File: config.mk
export PLATFORM = sky130hd
export DESIGN_NAME = substring_first_match_core
export DESIGN_NICKNAME = d
export VERILOG_FILES = /design/src/design/sfm_pkg.sv /design/src/design/sfm_cell.sv /design/src/design/sfm_out_buf.sv /design/src/design/substring_first_match_core.sv
export SDC_FILE = /design/constraint.sdc
export NUM_CORES = 1
export LEC_CHECK = 0
export ABC_CLOCK_PERIOD_IN_PS = 13100
export BUFFER_PORTS_ARGS = -buffer_cell sky130_fd_sc_hd__buf_4
export CAP_MARGIN = 20
export CELL_PAD_IN_SITES_DETAIL_PLACEMENT = 0
export CELL_PAD_IN_SITES_GLOBAL_PLACEMENT = 1
export CORE_UTILIZATION = 54
export DETAILED_ROUTE_END_ITERATION = 8
export PLACE_DENSITY_LB_ADDON = 0.05
export SLEW_MARGIN = 10
export SYNTH_ARGS = -nofsm -noshare
export SYNTH_HDL_FRONTEND = slang
export SYNTH_SLANG_ARGS = --single-unit
File: constraint.sdc
create_clock -name clk -period 13.1 [get_ports clk]
set_input_delay 1.31 -clock clk [delete_from_list [all_inputs] [get_ports clk]]
set_output_delay 1.31 -clock clk [all_outputs]
set_load 0.01 [all_outputs]
File: src/design/sfm_pkg.sv
// Package for the substring first-match core: sizes, register indexes, payload types.
// No dependencies.
`timescale 1ns / 1ps

package sfm_pkg;

    localparam int NEEDLE_MAX    = 32;
    localparam int POSITION_BITS = 16;
    localparam int BYTE_W        = 8;
    localparam int LEN_W         = 6;
    localparam int WORD_W        = 64;
    localparam int WORDS         = 4;
    localparam int BYTES_PER_WORD = WORD_W / BYTE_W;
    localparam int IDX_W         = (NEEDLE_MAX > 1) ? $clog2(NEEDLE_MAX) : 1;
    localparam int CFG_IDX_W     = 3;
    localparam int POS_W         = 16;

    localparam logic [POSITION_BITS-1:0] POS_MAX = '1;

    typedef enum logic [CFG_IDX_W-1:0] {
        REG_PAT_LEN    = 3'd0,
        REG_NEEDLE_W0  = 3'd1,
        REG_NEEDLE_W1  = 3'd2,
        REG_NEEDLE_W2  = 3'd3,
        REG_NEEDLE_W3  = 3'd4
    } cfg_reg_t;

    typedef struct packed {
        logic [BYTE_W-1:0] hay_byte;
        logic              hay_last;
    } hay_item_t;

    typedef struct packed {
        logic             found;
        logic [POS_W-1:0] match_start;
    } result_item_t;

endpackage

File: src/design/sfm_cell.sv
// One cell of the shift-and row: holds one prefix-match bit and compares one needle byte.
// Depends on sfm_pkg.
`timescale 1ns / 1ps

module sfm_cell
    import sfm_pkg::*;
(
    input  logic              clk,
    input  logic              rst_n,
    input  logic              advance,
    input  logic              clear,
    input  logic              enable,
    input  logic              prev_match,
    input  logic [BYTE_W-1:0] needle_byte,
    input  logic [BYTE_W-1:0] hay_byte,
    output logic              step_match,
    output logic              match
);

    logic match_reg;
    logic match_next;

    // prefix through this byte ends here if the shorter prefix ended one byte ago
    assign step_match = prev_match & enable & (hay_byte == needle_byte);

    always_comb
    begin
        if (clear)
        begin
            match_next = 1'b0;
        end
        else if (advance)
        begin
            match_next = step_match;
        end
        else
        begin
            match_next = match_reg;
        end
    end

    always_ff @(posedge clk or negedge rst_n)
    begin
        if (!rst_n)
        begin
            match_reg <= 1'b0;
        end
        else
        begin
            match_reg <= match_next;
        end
    end

    assign match = match_reg;

endmodule

File: src/design/sfm_out_buf.sv
// Output register with a skid stage for result transfers.
// Depends on sfm_pkg.
`timescale 1ns / 1ps

module sfm_out_buf
    import sfm_pkg::*;
(
    input  logic         clk,
    input  logic         rst_n,
    input  logic         push,
    input  result_item_t push_item,
    output logic         full,
    output logic         out_valid,
    input  logic         out_stall,
    output result_item_t out_item
);

    logic         out_valid_reg;
    logic         out_valid_next;
    result_item_t out_item_reg;
    result_item_t out_item_next;
    logic         skid_valid_reg;
    logic         skid_valid_next;
    result_item_t skid_item_reg;
    result_item_t skid_item_next;
    logic         take;

    // output stage can load when empty or being drained this cycle
    assign take = !out_valid_reg || !out_stall;

    always_comb
    begin
        out_valid_next  = out_valid_reg;
        out_item_next   = out_item_reg;
        skid_valid_next = skid_valid_reg;
        skid_item_next  = skid_item_reg;
        if (take)
        begin
            if (skid_valid_reg)
            begin
                out_valid_next  = 1'b1;
                out_item_next   = skid_item_reg;
                skid_valid_next = 1'b0;
            end
            else
            begin
                out_valid_next = push;
                out_item_next  = push_item;
            end
        end
        else if (push)
        begin
            skid_valid_next = 1'b1;
            skid_item_next  = push_item;
        end
    end

    always_ff @(posedge clk or negedge rst_n)
    begin
        if (!rst_n)
        begin
            out_valid_reg  <= 1'b0;
            skid_valid_reg <= 1'b0;
        end
        else
        begin
            out_valid_reg  <= out_valid_next;
            skid_valid_reg <= skid_valid_next;
        end
    end

    always_ff @(posedge clk)
    begin
        out_item_reg  <= out_item_next;
        skid_item_reg <= skid_item_next;
    end

    assign full      = skid_valid_reg;
    assign out_valid = out_valid_reg;
    assign out_item  = out_item_reg;

endmodule

File: src/design/substring_first_match_core.sv
// Substring first-match core: shift-and cell row, position counter, result buffer.
// A result is registered in the output register, or in the skid stage while the output is
// stalled, after the transfer of the byte that causes it. Throughput: one haystack byte per
// cycle while in_stall is low, set by the cell row update; in_stall rises only when both the
// output register and the skid stage hold results. Reset clears needle registers, scan state
// and the result buffer. Depends on sfm_pkg, sfm_cell, sfm_out_buf.
`timescale 1ns / 1ps

module substring_first_match_core
    import sfm_pkg::*;
(
    input  logic                 clk,
    input  logic                 rst_n,
    // haystack byte channel
    input  logic                 in_valid,
    output logic                 in_stall,
    input  hay_item_t            in_item,
    // result channel
    output logic                 out_valid,
    input  logic                 out_stall,
    output result_item_t         out_item,
    // configuration write channel
    input  logic                 cfg_valid,
    output logic                 cfg_ready,
    input  logic [CFG_IDX_W-1:0] cfg_index,
    input  logic [WORD_W-1:0]    cfg_data
);

    // ------------------------------------------------------------------
    // Configuration registers. Writes are always taken.
    // ------------------------------------------------------------------
    logic [LEN_W-1:0]  pat_len_reg;
    logic [WORD_W-1:0] needle_reg [WORDS];
    logic              cfg_write;

    assign cfg_ready = 1'b1;
    assign cfg_write = cfg_valid & cfg_ready;

    always_ff @(posedge clk or negedge rst_n)
    begin
        if (!rst_n)
        begin
            pat_len_reg <= '0;
            for (int w = 0; w < WORDS; w++)
            begin
                needle_reg[w] <= '0;
            end
        end
        else if (cfg_write)
        begin
            unique case (cfg_index)
                REG_PAT_LEN:    pat_len_reg    <= cfg_data[LEN_W-1:0];
                REG_NEEDLE_W0:  needle_reg[0]  <= cfg_data;
                REG_NEEDLE_W1:  needle_reg[1]  <= cfg_data;
                REG_NEEDLE_W2:  needle_reg[2]  <= cfg_data;
                REG_NEEDLE_W3:  needle_reg[3]  <= cfg_data;
                default:        ;  // writes beyond the register list are dropped
            endcase
        end
    end

    // Clamp the length to the row size; an empty needle matches at the first byte.
    logic [LEN_W-1:0] len_eff;
    logic [IDX_W-1:0] len_m1;
    logic             len_zero;

    assign len_eff  = (pat_len_reg > LEN_W'(NEEDLE_MAX)) ? LEN_W'(NEEDLE_MAX)
                                                         : pat_len_reg;
    assign len_zero = (len_eff == '0);
    assign len_m1   = IDX_W'(len_eff - LEN_W'(1));

    // ------------------------------------------------------------------
    // Scan state: position counter and reported flag.
    // ------------------------------------------------------------------
    logic                     accept;
    logic                     reported_reg;
    logic                     reported_next;
    logic [POSITION_BITS-1:0] pos_reg;
    logic [POSITION_BITS-1:0] pos_next;
    logic                     advance;
    logic                     clear;

    assign accept  = in_valid & !in_stall;
    // Cells shift only while searching with a non-empty needle.
    assign advance = accept & !reported_reg & !len_zero;
    // Last byte of a haystack always clears the scan.
    assign clear   = accept & in_item.hay_last;

    // ------------------------------------------------------------------
    // Cell row: cell i holds "needle bytes 0..i end at the latest byte".
    // Each cell hands its bit to its right neighbor on every advance.
    // ------------------------------------------------------------------
    logic [NEEDLE_MAX-1:0] row_match;
    logic [NEEDLE_MAX-1:0] row_step;

    for (genvar i = 0; i < NEEDLE_MAX; i++)
    begin : g_cell
        logic prev_match;

        if (i == 0)
        begin : g_head
            assign prev_match = 1'b1;
        end
        else
        begin : g_body
            assign prev_match = row_match[i-1];
        end

        sfm_cell u_cell (
            .clk         (clk),
            .rst_n       (rst_n),
            .advance     (advance),
            .clear       (clear),
            .enable      (len_eff > LEN_W'(i)),
            .prev_match  (prev_match),
            .needle_byte (needle_reg[i / BYTES_PER_WORD]
                                     [(i % BYTES_PER_WORD) * BYTE_W +: BYTE_W]),
            .hay_byte    (in_item.hay_byte),
            .step_match  (row_step[i]),
            .match       (row_match[i])
        );
    end

    // ------------------------------------------------------------------
    // Hit detect and start offset. Full needle completes when the cell at
    // the needle's last byte matches on this byte.
    // ------------------------------------------------------------------
    logic                     hit;
    logic [POSITION_BITS-1:0] start_pos;
    logic                     res_push;
    result_item_t             res_item;

    assign hit = !reported_reg & (len_zero | row_step[len_m1]);

    always_comb
    begin
        if (len_zero)
        begin
            start_pos = '0;
        end
        else if (pos_reg == POS_MAX)
        begin
            // counter is pinned: report the saturated value
            start_pos = POS_MAX;
        end
        else
        begin
            start_pos = pos_reg - POSITION_BITS'(len_m1);
        end
    end

    // One result per haystack: the first hit, or not found at the last byte.
    assign res_push             = accept & !reported_reg & (hit | in_item.hay_last);
    assign res_item.found       = hit;
    assign res_item.match_start = hit ? POS_W'(start_pos) : '0;

    always_comb
    begin
        reported_next = reported_reg;
        pos_next      = pos_reg;
        if (accept)
        begin
            if (in_item.hay_last)
            begin
                reported_next = 1'b0;
                pos_next      = '0;
            end
            else if (!reported_reg)
            begin
                reported_next = hit;
                if (pos_reg != POS_MAX)
                begin
                    pos_next = pos_reg + POSITION_BITS'(1);
                end
            end
        end
    end

    always_ff @(posedge clk or negedge rst_n)
    begin
        if (!rst_n)
        begin
            reported_reg <= 1'b0;
            pos_reg      <= '0;
        end
        else
        begin
            reported_reg <= reported_next;
            pos_reg      <= pos_next;
        end
    end

    // ------------------------------------------------------------------
    // Result buffer: output register plus skid stage; hold input only when
    // the skid stage is occupied.
    // ------------------------------------------------------------------
    sfm_out_buf u_out_buf (
        .clk       (clk),
        .rst_n     (rst_n),
        .push      (res_push),
        .push_item (res_item),
        .full      (in_stall),
        .out_valid (out_valid),
        .out_stall (out_stall),
        .out_item  (out_item)
    );

endmodule

==> results.txt, run 1 <==
----------------------------------------------------
[Status]
  Run status ... finished, final reports clean

[Detailed routing]
  Wire length per cell after detailed routing ... 21.8 um
  Wire length on met3 ... approximately 1.5 mm
  First-pass iteration count of the detailed router ... 5
  DRC violation count after routing ... 0
  DR top layer ... met4
  Detailed-routed wire length on met2 ... 20.7 mm
  Drt via density ... 5.79
  Aggregate routed wire length ... 43.6 mm
  Routed Antenna Nets ... 0
  Post-Route M1 WL ... just over 20 mm
  Total via count in the routed design ... 11600
  1st-iter DRT viols ... 650

[Placed design]
  Worst slack at placement ... 7820 ps
  Cell count after placement ... 1931
  Count of input and output buffers ... 99
  Placed wire-length estimate ... 28.2 mm
  Post-detailed-placement cell area ... approximately 19000 um2
  Global placement routability congestion ... 0.859

[Critical path]
  Critical Path Sink ... u_out_buf.skid_item_reg[14]$_DFFE_PP_
  FF-to-FF path depth ... 13
  Sequence of cells on the critical path ... and2b_1, inv_2, ha_1, nor2_1, o211ai_1, nor3_1, nor3b_1, nor4_1, a21oi_1, a22o_1, nor2b_1, a211oi_2, buf_4
  Worst path arrival time ... around 5600 ps
  Kind of critical path ... reg2reg
  Maximum fanout along the worst path ... 17
  Endpoint of the worst-slack reg-to-reg timing path ... u_out_buf.skid_item_reg[14]$_DFFE_PP_
  Worst Setup SP ... pat_len_reg[0]$_DFFE_PN0P_
  Reg-to-reg startpoint ... pat_len_reg[0]$_DFFE_PN0P_
  Slowest stage cell, crit path ... sky130_fd_sc_hd__and2b_1
  Peak per-stage delay on the critical path ... roughly 670 ps
  Critical path data required time ... 13310 ps
  Type of element launching the critical path ... flop
  Setup slack on the worst flop-to-flop path ... between 7000 and 8000 ps
  Nature of the critical path endpoint ... flop

[CTS]
  Maximum level of the CTS H-tree ... 2
  Source-to-sink clock delay at the later pin of the worst-skew pair ... 530 ps
  Resized cells post-CTS ... 0
  Clock transition at the registers of the reported paths ... 60 ps
  Number of buffers added by the clock tree synthesis step ... 38
  Postcts setup bufs ... 0
  Clock tree root buffer cell ... sky130_fd_sc_hd__clkbuf_16
  Number of hold buffers added after cts ... 0
  Number of clock sinks seen by CTS ... 346
  Number of buffers on the longest clock path ... 3
  CTS tree ... yes

[Synth]
  Top cell types by occurrence after synthesis ... sky130_fd_sc_hd__dfrtp_1 (312), sky130_fd_sc_hd__mux2_2 (258), sky130_fd_sc_hd__xnor2_1 (229)
  Number of warnings printed during yosys synthesis ... 0
  Dominant cells by area after synthesis ... sky130_fd_sc_hd__dfrtp_1 (44%), sky130_fd_sc_hd__mux2_2 (16%), sky130_fd_sc_hd__xnor2_1 (11%)
  Post-synth top flop ... sky130_fd_sc_hd__dfrtp_1
  Number of instances in the synthesized netlist ... 1478
  Async set-or-reset flop fraction in the synthesized netlist ... 0.902
  Sequential cell area fraction in the yosys report ... 0.498
  Combined area of all synthesized cells ... 17700 um2
  Yosys cell types ... 68
  Post-synth top area cell ... sky130_fd_sc_hd__dfrtp_1
  Post-synthesis area per instance ... 12.0 um2
  Number of synthesized flops with an enable pin ... 34
  Yosys top cell area share ... 0.441
  Count of state elements after synthesis ... 346
  Synth Net Count ... roughly 1600
  Most instantiated library cell after synthesis ... sky130_fd_sc_hd__dfrtp_1

[Global routing]
  GRT Residual Overflow ... 0
  First-pass GRT wire length ... 69.1 mm
  Via count of the first global-routing pass ... 11900
  Pin count of the biggest net entering global routing ... 109
  Initial antenna violation count ... 0
  All-layer global routing usage ... 0.269

[Floorplan]
  Placeable Area ... 31900 um2
  Floorplan row count ... 65
  Die outline width ... around 180 um
  Overall die area ... 33500 um2
  Number of top-level pins ... 101
  Starting Density ... 0.556
  Y dimension of the die ... 183 um

[Pwr]
  PnR Total Power ... between 3 and 4 mW
  Pleak ... 8.11 nW
  Worst IR drop on VDD ... between 100 and 150 uV
  Cell Pwr Density ... between 150 and 200 nW/um2

[Hold path]
  Min-delay worst type ... reg2reg
  Min-delay src ... g_cell[8].u_cell.match$_DFFE_PN0P_

[STA]
  Ratio of final minimum period to clock period ... 0.409
  Maximum operating frequency ... 0.186 GHz
  Setup repair after global routing missed its margin ... no
  Slew Limit Fails ... 0
  Minimum period implied by the final worst setup slack ... 5360 ps
  Worst slew margin ... 0.286
  Tightest Pin Transition ... approximately 1100 ps
  Final sum of negative setup slack ... 0 ps
  Number of hold violations in the final report ... 0
  Crit path setup slack, layout ... 7740 ps
  Final setup fails ... 0
  Worst hold-check slack ... 480 ps
  Fin Clk Skew ... about 23 ps

[Cells and area]
  Antenna Diode Count ... 0
  Share of the core filled with cells in the final layout ... 0.624
  Finished Cell Area ... 19900 um2
  Net count, final ... 1631
  Count of fill cells added during filler insertion ... 2630
  Largest register FFs ... 256
  Layout cell share with drive strength beyond 1 ... 0.295
  Post-synthesis to final-layout area growth ... 12.4%
  Number of cells in the finished layout apart from fillers ... 2000

[Run]
  MaxCap Viol Count ... 0

----------------------------------------------------
## area by class of cell
type / instances / area, um2 / area share
sequential: 346 / 8830 / 0.444
multi-input combinational: 1018 / 8320 / 0.418
clock buffer: 51 / 1030 / 0.0517
timing repair buffer: 116 / 878 / 0.0441
tap: 435 / 544 / 0.0274
clock inverter: 17 / 231 / 0.0116
inverter: 17 / 63.8 / 0.00321
## worst max-delay path: cells and delay by family, from the launching register on
family	cells	cell delay, ps
adders and majority gates	1	450
and+or+nand+nor	6	2440
buffers and inverters	2	600
AOI/OAI and AO/OA	4	920
DFF	1	610
## how the worst min path moves through the flow
stage                     depth (start not counted)  slack (ps)                                  end
final                                             1         480   g_cell[8].u_cell.match$_DFFE_PN0P_
after global routing                              1         490   g_cell[8].u_cell.match$_DFFE_PN0P_
after CTS                                         1         480   g_cell[8].u_cell.match$_DFFE_PN0P_
after detailed placement                          1         460   g_cell[8].u_cell.match$_DFFE_PN0P_
after global placement                            2         450  g_cell[16].u_cell.match$_DFFE_PN0P_
after floorplan                                   2         440  g_cell[16].u_cell.match$_DFFE_PN0P_
## layout by cell type (no fill, tap or decap), types with 5 or more instances in the layout
cell type,n
sky130_fd_sc_hd__dfrtp_1,312
sky130_fd_sc_hd__mux2_2,258
sky130_fd_sc_hd__xnor2_1,229
sky130_fd_sc_hd__buf_4,115
sky130_fd_sc_hd__nand2_1,81
sky130_fd_sc_hd__nor2_1,52
sky130_fd_sc_hd__xor2_1,51
sky130_fd_sc_hd__nand4_1,41
sky130_fd_sc_hd__clkbuf_16,38
sky130_fd_sc_hd__nand3_1,36
sky130_fd_sc_hd__edfxtp_1,34
sky130_fd_sc_hd__nor4_1,30
sky130_fd_sc_hd__nor3_1,24
sky130_fd_sc_hd__o21ai_0,23
sky130_fd_sc_hd__a21oi_1,20
sky130_fd_sc_hd__a22o_1,17
sky130_fd_sc_hd__inv_1,16
sky130_fd_sc_hd__o31ai_2,14
sky130_fd_sc_hd__ha_1,12
sky130_fd_sc_hd__a31oi_1,10
sky130_fd_sc_hd__clkbuf_1,10
sky130_fd_sc_hd__nor2b_1,9
sky130_fd_sc_hd__o211ai_1,8
sky130_fd_sc_hd__a21o_1,7
sky130_fd_sc_hd__and3_1,7
sky130_fd_sc_hd__clkinv_2,7
sky130_fd_sc_hd__or3_1,6
sky130_fd_sc_hd__and4_1,6
sky130_fd_sc_hd__bufinv_16,5
## where the power goes
part,leakage [nW],switching [mW],internal [mW]
combinational,3.31,0.454,0.428
clock,0.621,0.433,0.654
sequential,4.19,0.152,1.32
total,8.11,1.04,2.40
## layer usage
metal / vias up / GRT usage
met5: - / 0
met4: 0 / 0.0623
met3: 55 / 0.0300
met2: 229 / 0.435
met1: 5941 / 0.388
li1: 5348 / -
## cells by family after synthesis
logic type / share of synthesized area
AOI/OAI and AO/OA: 0.0609
xor gates and xnor gates: 0.138
adders and majority gates: 0.00961
buffers and inverters: 0.0338
DFF: 0.498
muxes: 0.165
other: 0.000212
and+or+nand+nor: 0.0940
(Power assumes the default switching activity.)
==> inputs of run 2 (changes only) <==
--- a/config.mk
+++ b/config.mk
@@ -5,12 +5,12 @@
 export SDC_FILE = /design/constraint.sdc
 export NUM_CORES = 1
 export LEC_CHECK = 0
-export ABC_CLOCK_PERIOD_IN_PS = 13100
+export ABC_CLOCK_PERIOD_IN_PS = 4600
 export BUFFER_PORTS_ARGS = -buffer_cell sky130_fd_sc_hd__buf_4
 export CAP_MARGIN = 20
 export CELL_PAD_IN_SITES_DETAIL_PLACEMENT = 0
 export CELL_PAD_IN_SITES_GLOBAL_PLACEMENT = 1
-export CORE_UTILIZATION = 54
+export CORE_UTILIZATION = 45
 export DETAILED_ROUTE_END_ITERATION = 8
 export PLACE_DENSITY_LB_ADDON = 0.05
 export SLEW_MARGIN = 10
==> constraint.sdc (replaced) <==
create_clock -name clk -period 4.6 [get_ports clk]
set_input_delay 0.46 -clock clk [delete_from_list [all_inputs] [get_ports clk]]
set_output_delay 0.46 -clock clk [all_outputs]
set_load 0.01 [all_outputs]
==> run 2 against run 1 <==
Effect of this change: the run now ends with negative hold slack left; register-to-register slack got worse by 7300 ps; total power rose to 2.9 times the previous value; non-clock buffer count increased by 30; largest cell class unchanged.
==> results.txt, run 2 (same netlist as run 1, synthesis figures left out) <==
----------------------------------------------------
[STA]
  Final sum of negative setup slack ... 0 ps
  Ratio of final minimum period to clock period ... 0.901
  Number of hold violations in the final report ... 36
  Worst hold-check slack ... -17.9 ps
  Slew Limit Fails ... 0
  Worst slew margin ... 0.273
  Final setup fails ... 0
  Maximum operating frequency ... 0.241 GHz
  Fin Clk Skew ... 19.8 ps
  Setup repair after global routing missed its margin ... no
  Minimum period implied by the final worst setup slack ... ~4100 ps
  Tightest Pin Transition ... between 1000 and 1500 ps

[CTS]
  Resized cells post-CTS ... 0
  Number of buffers added by the clock tree synthesis step ... 40
  Number of hold buffers added after cts ... 0
  Number of buffers on the longest clock path ... 3
  Maximum level of the CTS H-tree ... 2
  CTS tree ... yes
  Source-to-sink clock delay at the later pin of the worst-skew pair ... ~560 ps
  Postcts setup bufs ... 0
  Clock tree root buffer cell ... sky130_fd_sc_hd__clkbuf_16
  Number of clock sinks seen by CTS ... 346
  Clock transition at the registers of the reported paths ... 60 ps

[Global routing]
  Pin count of the biggest net entering global routing ... 108
  All-layer global routing usage ... 0.241
  Initial antenna violation count ... 0
  GRT Residual Overflow ... 0
  First-pass GRT wire length ... roughly 74 mm
  Via count of the first global-routing pass ... 12000

[Pwr]
  Clk pwr share ... 0.316
  Net switching component of the power ... 2.99 mW
  Portion of total power attributed to sequential cells ... 0.424
  Logic gate share of total power ... 0.260
  Worst IR drop on VDD ... 331 uV
  Pleak ... approximately 8.3 nW
  Net Sw Frac ... 0.303
  Internal power ... 6.87 mW
  Cell Pwr Density ... 487 nW/um2

[Floorplan]
  Floorplan row count ... 72
  Number of top-level pins ... 101
  Die outline width ... approximately 200 um
  Y dimension of the die ... between 200 and 250 um
  Overall die area ... 40200 um2
  Placeable Area ... between 30000 and 40000 um2
  Starting Density ... 0.457

[Detailed routing]
  1st-iter DRT viols ... a little under 600
  Total via count in the routed design ... 11700
  DRC violation count after routing ... 0
  First-pass iteration count of the detailed router ... 4
  Drt via density ... 5.55
  Routed Antenna Nets ... 0
  Wire length per cell after detailed routing ... 22.4 um
  Aggregate routed wire length ... 47.3 mm

[Cells and area]
  Net count, final ... around 1700
  Leading cell type in the layout, fill and taps excluded ... sky130_fd_sc_hd__dfrtp_1
  Layout cell share with drive strength beyond 1 ... 0.312
  Commonest cells after routing, fill and taps aside ... sky130_fd_sc_hd__dfrtp_1 (312), sky130_fd_sc_hd__mux2_2 (258), sky130_fd_sc_hd__xnor2_1 (229), sky130_fd_sc_hd__buf_4 (143), sky130_fd_sc_hd__nand2_1 (81)
  Antenna Diode Count ... 0
  Post-synthesis to final-layout area growth ... 14.5%
  Largest register FFs ... 256
  Share of the core filled with cells in the final layout ... 0.523
  Finished Cell Area ... 20300 um2

[Hold path]
  Min-delay worst type ... in2async

[Critical path]
  Slowest stage cell, crit path ... sky130_fd_sc_hd__nor2_1
  Worst path arrival time ... 4380 ps
  Sequence of cells on the critical path ... buf_4, inv_1, nand2_1, ha_1, nor2_1, nor4_1, nor4_1, nand3_1, a31oi_1, nand4_1, a22o_1, nor2b_1, a211oi_2, buf_4
  Nature of the critical path endpoint ... flop
  Cell family with most CP delay ... simple AND/OR/NAND/NOR gates
  Peak per-stage delay on the critical path ... 530 ps
  Type of element launching the critical path ... flop
  Buffer and inverter count on the worst path ... 3
  Setup slack on the worst flop-to-flop path ... 450 ps
  Maximum fanout along the worst path ... 24
  Critical path data required time ... 4830 ps
  Kind of critical path ... reg2reg

[Run]
  MaxCap Viol Count ... 0

[Placed design]
  Post-detailed-placement cell area ... 19000 um2
  Placed wire-length estimate ... about 32 mm
  Global placement routability congestion ... roughly 0.88
  Count of input and output buffers ... 99

[Status]
  Violations in the final reports ... negative hold slack
  Run status ... finished with violations

----------------------------------------------------
## run 2: final timing paths
kind,startpoint,endpoint,depth (start not counted)
worst min-delay path,rst_n,needle_reg[13]$_DFFE_PN0P_,1
worst max register to register,pat_len_reg[5]$_DFFE_PN0P_,u_out_buf.skid_item_reg[7]$_DFFE_PP_,14
worst min register to register,g_cell[22].u_cell.match$_DFFE_PN0P_,g_cell[22].u_cell.match$_DFFE_PN0P_,2
worst max-delay path,pat_len_reg[5]$_DFFE_PN0P_,u_out_buf.skid_item_reg[7]$_DFFE_PP_,14
min in group clk,cfg_data[48],needle_reg[176]$_DFFE_PN0P_,2
max in group asynchronous,rst_n,needle_reg[165]$_DFFE_PN0P_,2
## run 2: routing by layer
layer	track usage	vias up	part of all wire
met5	0	-	0
met4	0.0611	0	0.018
met3	0.0337	58	0.037
met2	0.386	207	0.46
met1	0.345	6038	0.48
li1	-	5402	-
## run 2: power groups by stage
stage,logic (mW),registers [mW],clock network (mW)
after global routing,2.80,4.26,3.34
after global placement,2.56,4.21,0
after detailed placement,2.58,4.24,0
after floorplan,1.84,4.16,0
after CTS,2.59,4.19,3.22
final,2.56,4.18,3.12
## run 2: stage by stage
stage / power, mW / worst slack (ps) / cells
floorplan: 6.00 / 467 / 1478
finish: 9.87 / 455 / 2110
global route: 10.4 / 143 / 2110
CTS: 9.99 / 519 / 2110
detailed placement: 6.82 / 543 / 2045
global placement: 6.77 / 601 / 2045
## run 2: worst reg2reg max path, delay by kind of cell (launching register included)
kind                     cells  cell delay, ps
AO/OA/AOI/OAI                3             730
adder cells (fa/ha/maj)      1             380
buffers and inverters        3             610
flip-flops                   1             380
AND/OR/NAND/NOR              7            1720
## run 2: final cells by class
type | instances | area [um2]
inverters | 17 | 63.8
fillers | 3468 | 18500
repair buffers | 146 | 1130
flip-flops and latches | 346 | 8830
clock inverters | 12 | 126
clock buffers | 53 | 1150
well taps | 518 | 648
multi-input cells | 1018 | 8330
==> inputs of run 3 (changes only) <==
--- a/config.mk
+++ b/config.mk
@@ -12,7 +12,8 @@
 export CELL_PAD_IN_SITES_GLOBAL_PLACEMENT = 1
 export CORE_UTILIZATION = 45
 export DETAILED_ROUTE_END_ITERATION = 8
-export PLACE_DENSITY_LB_ADDON = 0.05
+export PLACE_DENSITY = 0.73
+export SETUP_SLACK_MARGIN = 0.05
 export SLEW_MARGIN = 10
 export SYNTH_ARGS = -nofsm -noshare
 export SYNTH_HDL_FRONTEND = slang
==> run 3 against run 2 <==
Effect of this change: the flow now finishes without violations; non-clock buffer count fell by 7; via count fell by 0.67%; first-iteration DRC count rose by 13%; highest routed layer unchanged.
==> results.txt, run 3 (same netlist as run 1, synthesis figures left out) <==
----------------------------------------------------
[Floorplan]
  Placeable Area ... just under 40000 um2
  Floorplan row count ... slightly above 70
  Number of top-level pins ... 101
  Overall die area ... ~40000 um2
  Die outline width ... 200 um
  Y dimension of the die ... around 200 um
  Starting Density ... 0.457

[Placed design]
  Worst slack at placement ... 578 ps
  Placed wire-length estimate ... 31.2 mm
  Count of input and output buffers ... 99
  Global placement routability congestion ... 0.906

[Pwr]
  Pleak ... roughly 8.3 nW
  Cell Pwr Density ... 485 nW/um2
  Worst IR drop on VDD ... 273 uV

[STA]
  Tightest Pin Transition ... 1090 ps
  Crit path setup slack, layout ... 495 ps
  Final setup fails ... 0
  Ratio of final minimum period to clock period ... 0.892
  Final sum of negative setup slack ... 0 ps
  Worst slew margin ... 0.272
  Fin Clk Skew ... approximately 30 ps
  Worst hold-check slack ... between 150 and 200 ps
  Maximum operating frequency ... roughly 0.24 GHz
  Minimum period implied by the final worst setup slack ... between 4000 and 5000 ps
  Setup repair after global routing missed its margin ... no
  Slew Limit Fails ... 0
  Number of hold violations in the final report ... 0

[Hold path]
  Min-delay src ... in_item[0]
  Cell count of the worst hold path ... 2
  Hold endpoint ... reported_reg$_DFFE_PN0P_
  Min-delay worst type ... in2reg

[Detailed routing]
  First-pass iteration count of the detailed router ... 4
  Drt via density ... around 5.5
  Total via count in the routed design ... 11600
  DRC violation count after routing ... 0
  Aggregate routed wire length ... 45.7 mm
  Routed Antenna Nets ... 0
  Wire length per cell after detailed routing ... 21.7 um
  1st-iter DRT viols ... 653

[Critical path]
  Endpoint of the worst-slack reg-to-reg timing path ... u_out_buf.skid_item_reg[16]$_DFFE_PP_
  Cell family with most CP delay ... simple AND/OR/NAND/NOR gates
  Worst path arrival time ... 4330 ps
  Type of element launching the critical path ... flop
  Cell with the most instances on the worst path ... sky130_fd_sc_hd__nor4_1
  Setup slack on the worst flop-to-flop path ... roughly 500 ps
  Critical path data required time ... 4820 ps
  Worst Setup SP ... pat_len_reg[5]$_DFFE_PN0P_
  FF-to-FF path depth ... 14
  Buffer and inverter count on the worst path ... 3
  Maximum fanout along the worst path ... 17
  Sequence of cells on the critical path ... and2b_1, inv_2, ha_1, or3b_2, nor3_1, buf_4, nor4_1, nor4_1, nor4_1, a21oi_1, a22o_1, nor2b_1, a211oi_2, buf_4
  Kind of critical path ... reg2reg
  Crit path depth ... 14
  Reg-to-reg startpoint ... pat_len_reg[5]$_DFFE_PN0P_
  Peak per-stage delay on the critical path ... 570 ps
  Slowest stage cell, crit path ... sky130_fd_sc_hd__nor4_1
  Nature of the critical path endpoint ... flop

[CTS]
  Number of clock sinks seen by CTS ... 346
  Number of buffers on the longest clock path ... 3
  Clock transition at the registers of the reported paths ... 60 ps
  Clock tree root buffer cell ... sky130_fd_sc_hd__clkbuf_16
  Maximum level of the CTS H-tree ... 2
  Source-to-sink clock delay at the later pin of the worst-skew pair ... 560 ps
  CTS tree ... yes
  Postcts setup bufs ... 0
  Number of buffers added by the clock tree synthesis step ... 39
  Resized cells post-CTS ... 0

[Cells and area]
  Leading cell type in the layout, fill and taps excluded ... sky130_fd_sc_hd__dfrtp_1
  Layout cell share with drive strength beyond 1 ... 0.303
  Largest register FFs ... 256
  Commonest cells after routing, fill and taps aside ... sky130_fd_sc_hd__dfrtp_1 (312), sky130_fd_sc_hd__mux2_2 (258), sky130_fd_sc_hd__xnor2_1 (229), sky130_fd_sc_hd__buf_4 (129), sky130_fd_sc_hd__nand2_1 (81)
  Net count, final ... 1655
  Antenna Diode Count ... 0
  Post-synthesis to final-layout area growth ... 14.4%

[Global routing]
  Initial antenna violation count ... 0
  GRT Residual Overflow ... 0
  All-layer global routing usage ... 0.233
  Pin count of the biggest net entering global routing ... 103
  First-pass GRT wire length ... about 72 mm
  Via count of the first global-routing pass ... approximately 12000

[Run]
  MaxCap Viol Count ... 0

[Status]
  Run status ... finished, final reports clean

----------------------------------------------------
[run 3: cell count changes in the layout (fill, tap and decap cells not counted), moves of 3 or more]
cell                       delta
sky130_fd_sc_hd__buf_4       -14
sky130_fd_sc_hd__clkbuf_1     +8
sky130_fd_sc_hd__buf_12       +6
sky130_fd_sc_hd__clkbuf_8     -4
sky130_fd_sc_hd__clkinv_1     +3
[run 3: worst reg2reg max path, stage by stage (launching register included)]
cell	delay [ps]
sky130_fd_sc_hd__dfrtp_1	370
sky130_fd_sc_hd__and2b_1	440
sky130_fd_sc_hd__inv_2	160
sky130_fd_sc_hd__ha_1	290
sky130_fd_sc_hd__or3b_2	250
sky130_fd_sc_hd__nor3_1	70
sky130_fd_sc_hd__buf_4	160
sky130_fd_sc_hd__nor4_1	580
sky130_fd_sc_hd__nor4_1	110
sky130_fd_sc_hd__nor4_1	240
sky130_fd_sc_hd__a21oi_1	120
sky130_fd_sc_hd__a22o_1	280
sky130_fd_sc_hd__nor2b_1	210
sky130_fd_sc_hd__a211oi_2	230
sky130_fd_sc_hd__buf_4	270
[run 3: routing by layer]
metal / vias to the layer above / part of all wire / GRT usage / wire (um)
met2: 243 / 0.47 / 0.379 / 21600
met3: 60 / 0.039 / 0.0335 / 1770
met5: - / 0 / 0 / 0
li1: 5384 / - / - / -
met1: 5939 / 0.47 / 0.323 / 21300
met4: 0 / 0.021 / 0.0682 / 970
[run 3: worst max path at each step]
stage                                                        to  slack (ps)
after floorplan            u_out_buf.skid_item_reg[0]$_DFFE_PP_         470
after global placement    u_out_buf.skid_item_reg[13]$_DFFE_PP_         640
after detailed placement        u_out_buf.out_item[0]$_DFFE_PN_         580
after CTS                       u_out_buf.out_item[0]$_DFFE_PN_         570
after global routing      u_out_buf.skid_item_reg[16]$_DFFE_PP_         230
final                     u_out_buf.skid_item_reg[16]$_DFFE_PP_         500
[run 3: area by class of cell]
cell class                 count  area, um2
clock buffer                  56       1100
clock inverter                14        148
fill                        3481      18500
inverter                      17       63.8
multi-input combinational   1018       8320
sequential                   346       8830
tap                          518        648
timing repair buffer         139       1150
[run 3: repair_timing]
item                       4_1_cts  5_1_grt
hold buffers                     1        0
hold endpoints to repair        12        0
setup endpoints to repair        0        0
[run 3: power by group]
part | switching [mW] | internal, mW | total, mW
clock | 1.25 | 1.83 | 3.08
combinational | 1.32 | 1.27 | 2.59
sequential | 0.400 | 3.77 | 4.17
[run 3: per-stage QoR]
step	cell area [um2]	total power, mW	std cells	utilization
after floorplan	17700	6.00	1478	-
after global placement	19000	6.77	2036	0.490
after detailed placement	19000	6.82	2036	0.490
after CTS	20300	9.93	2107	0.523
after global routing	20300	10.3	2108	0.523
final	20300	9.84	2108	0.523
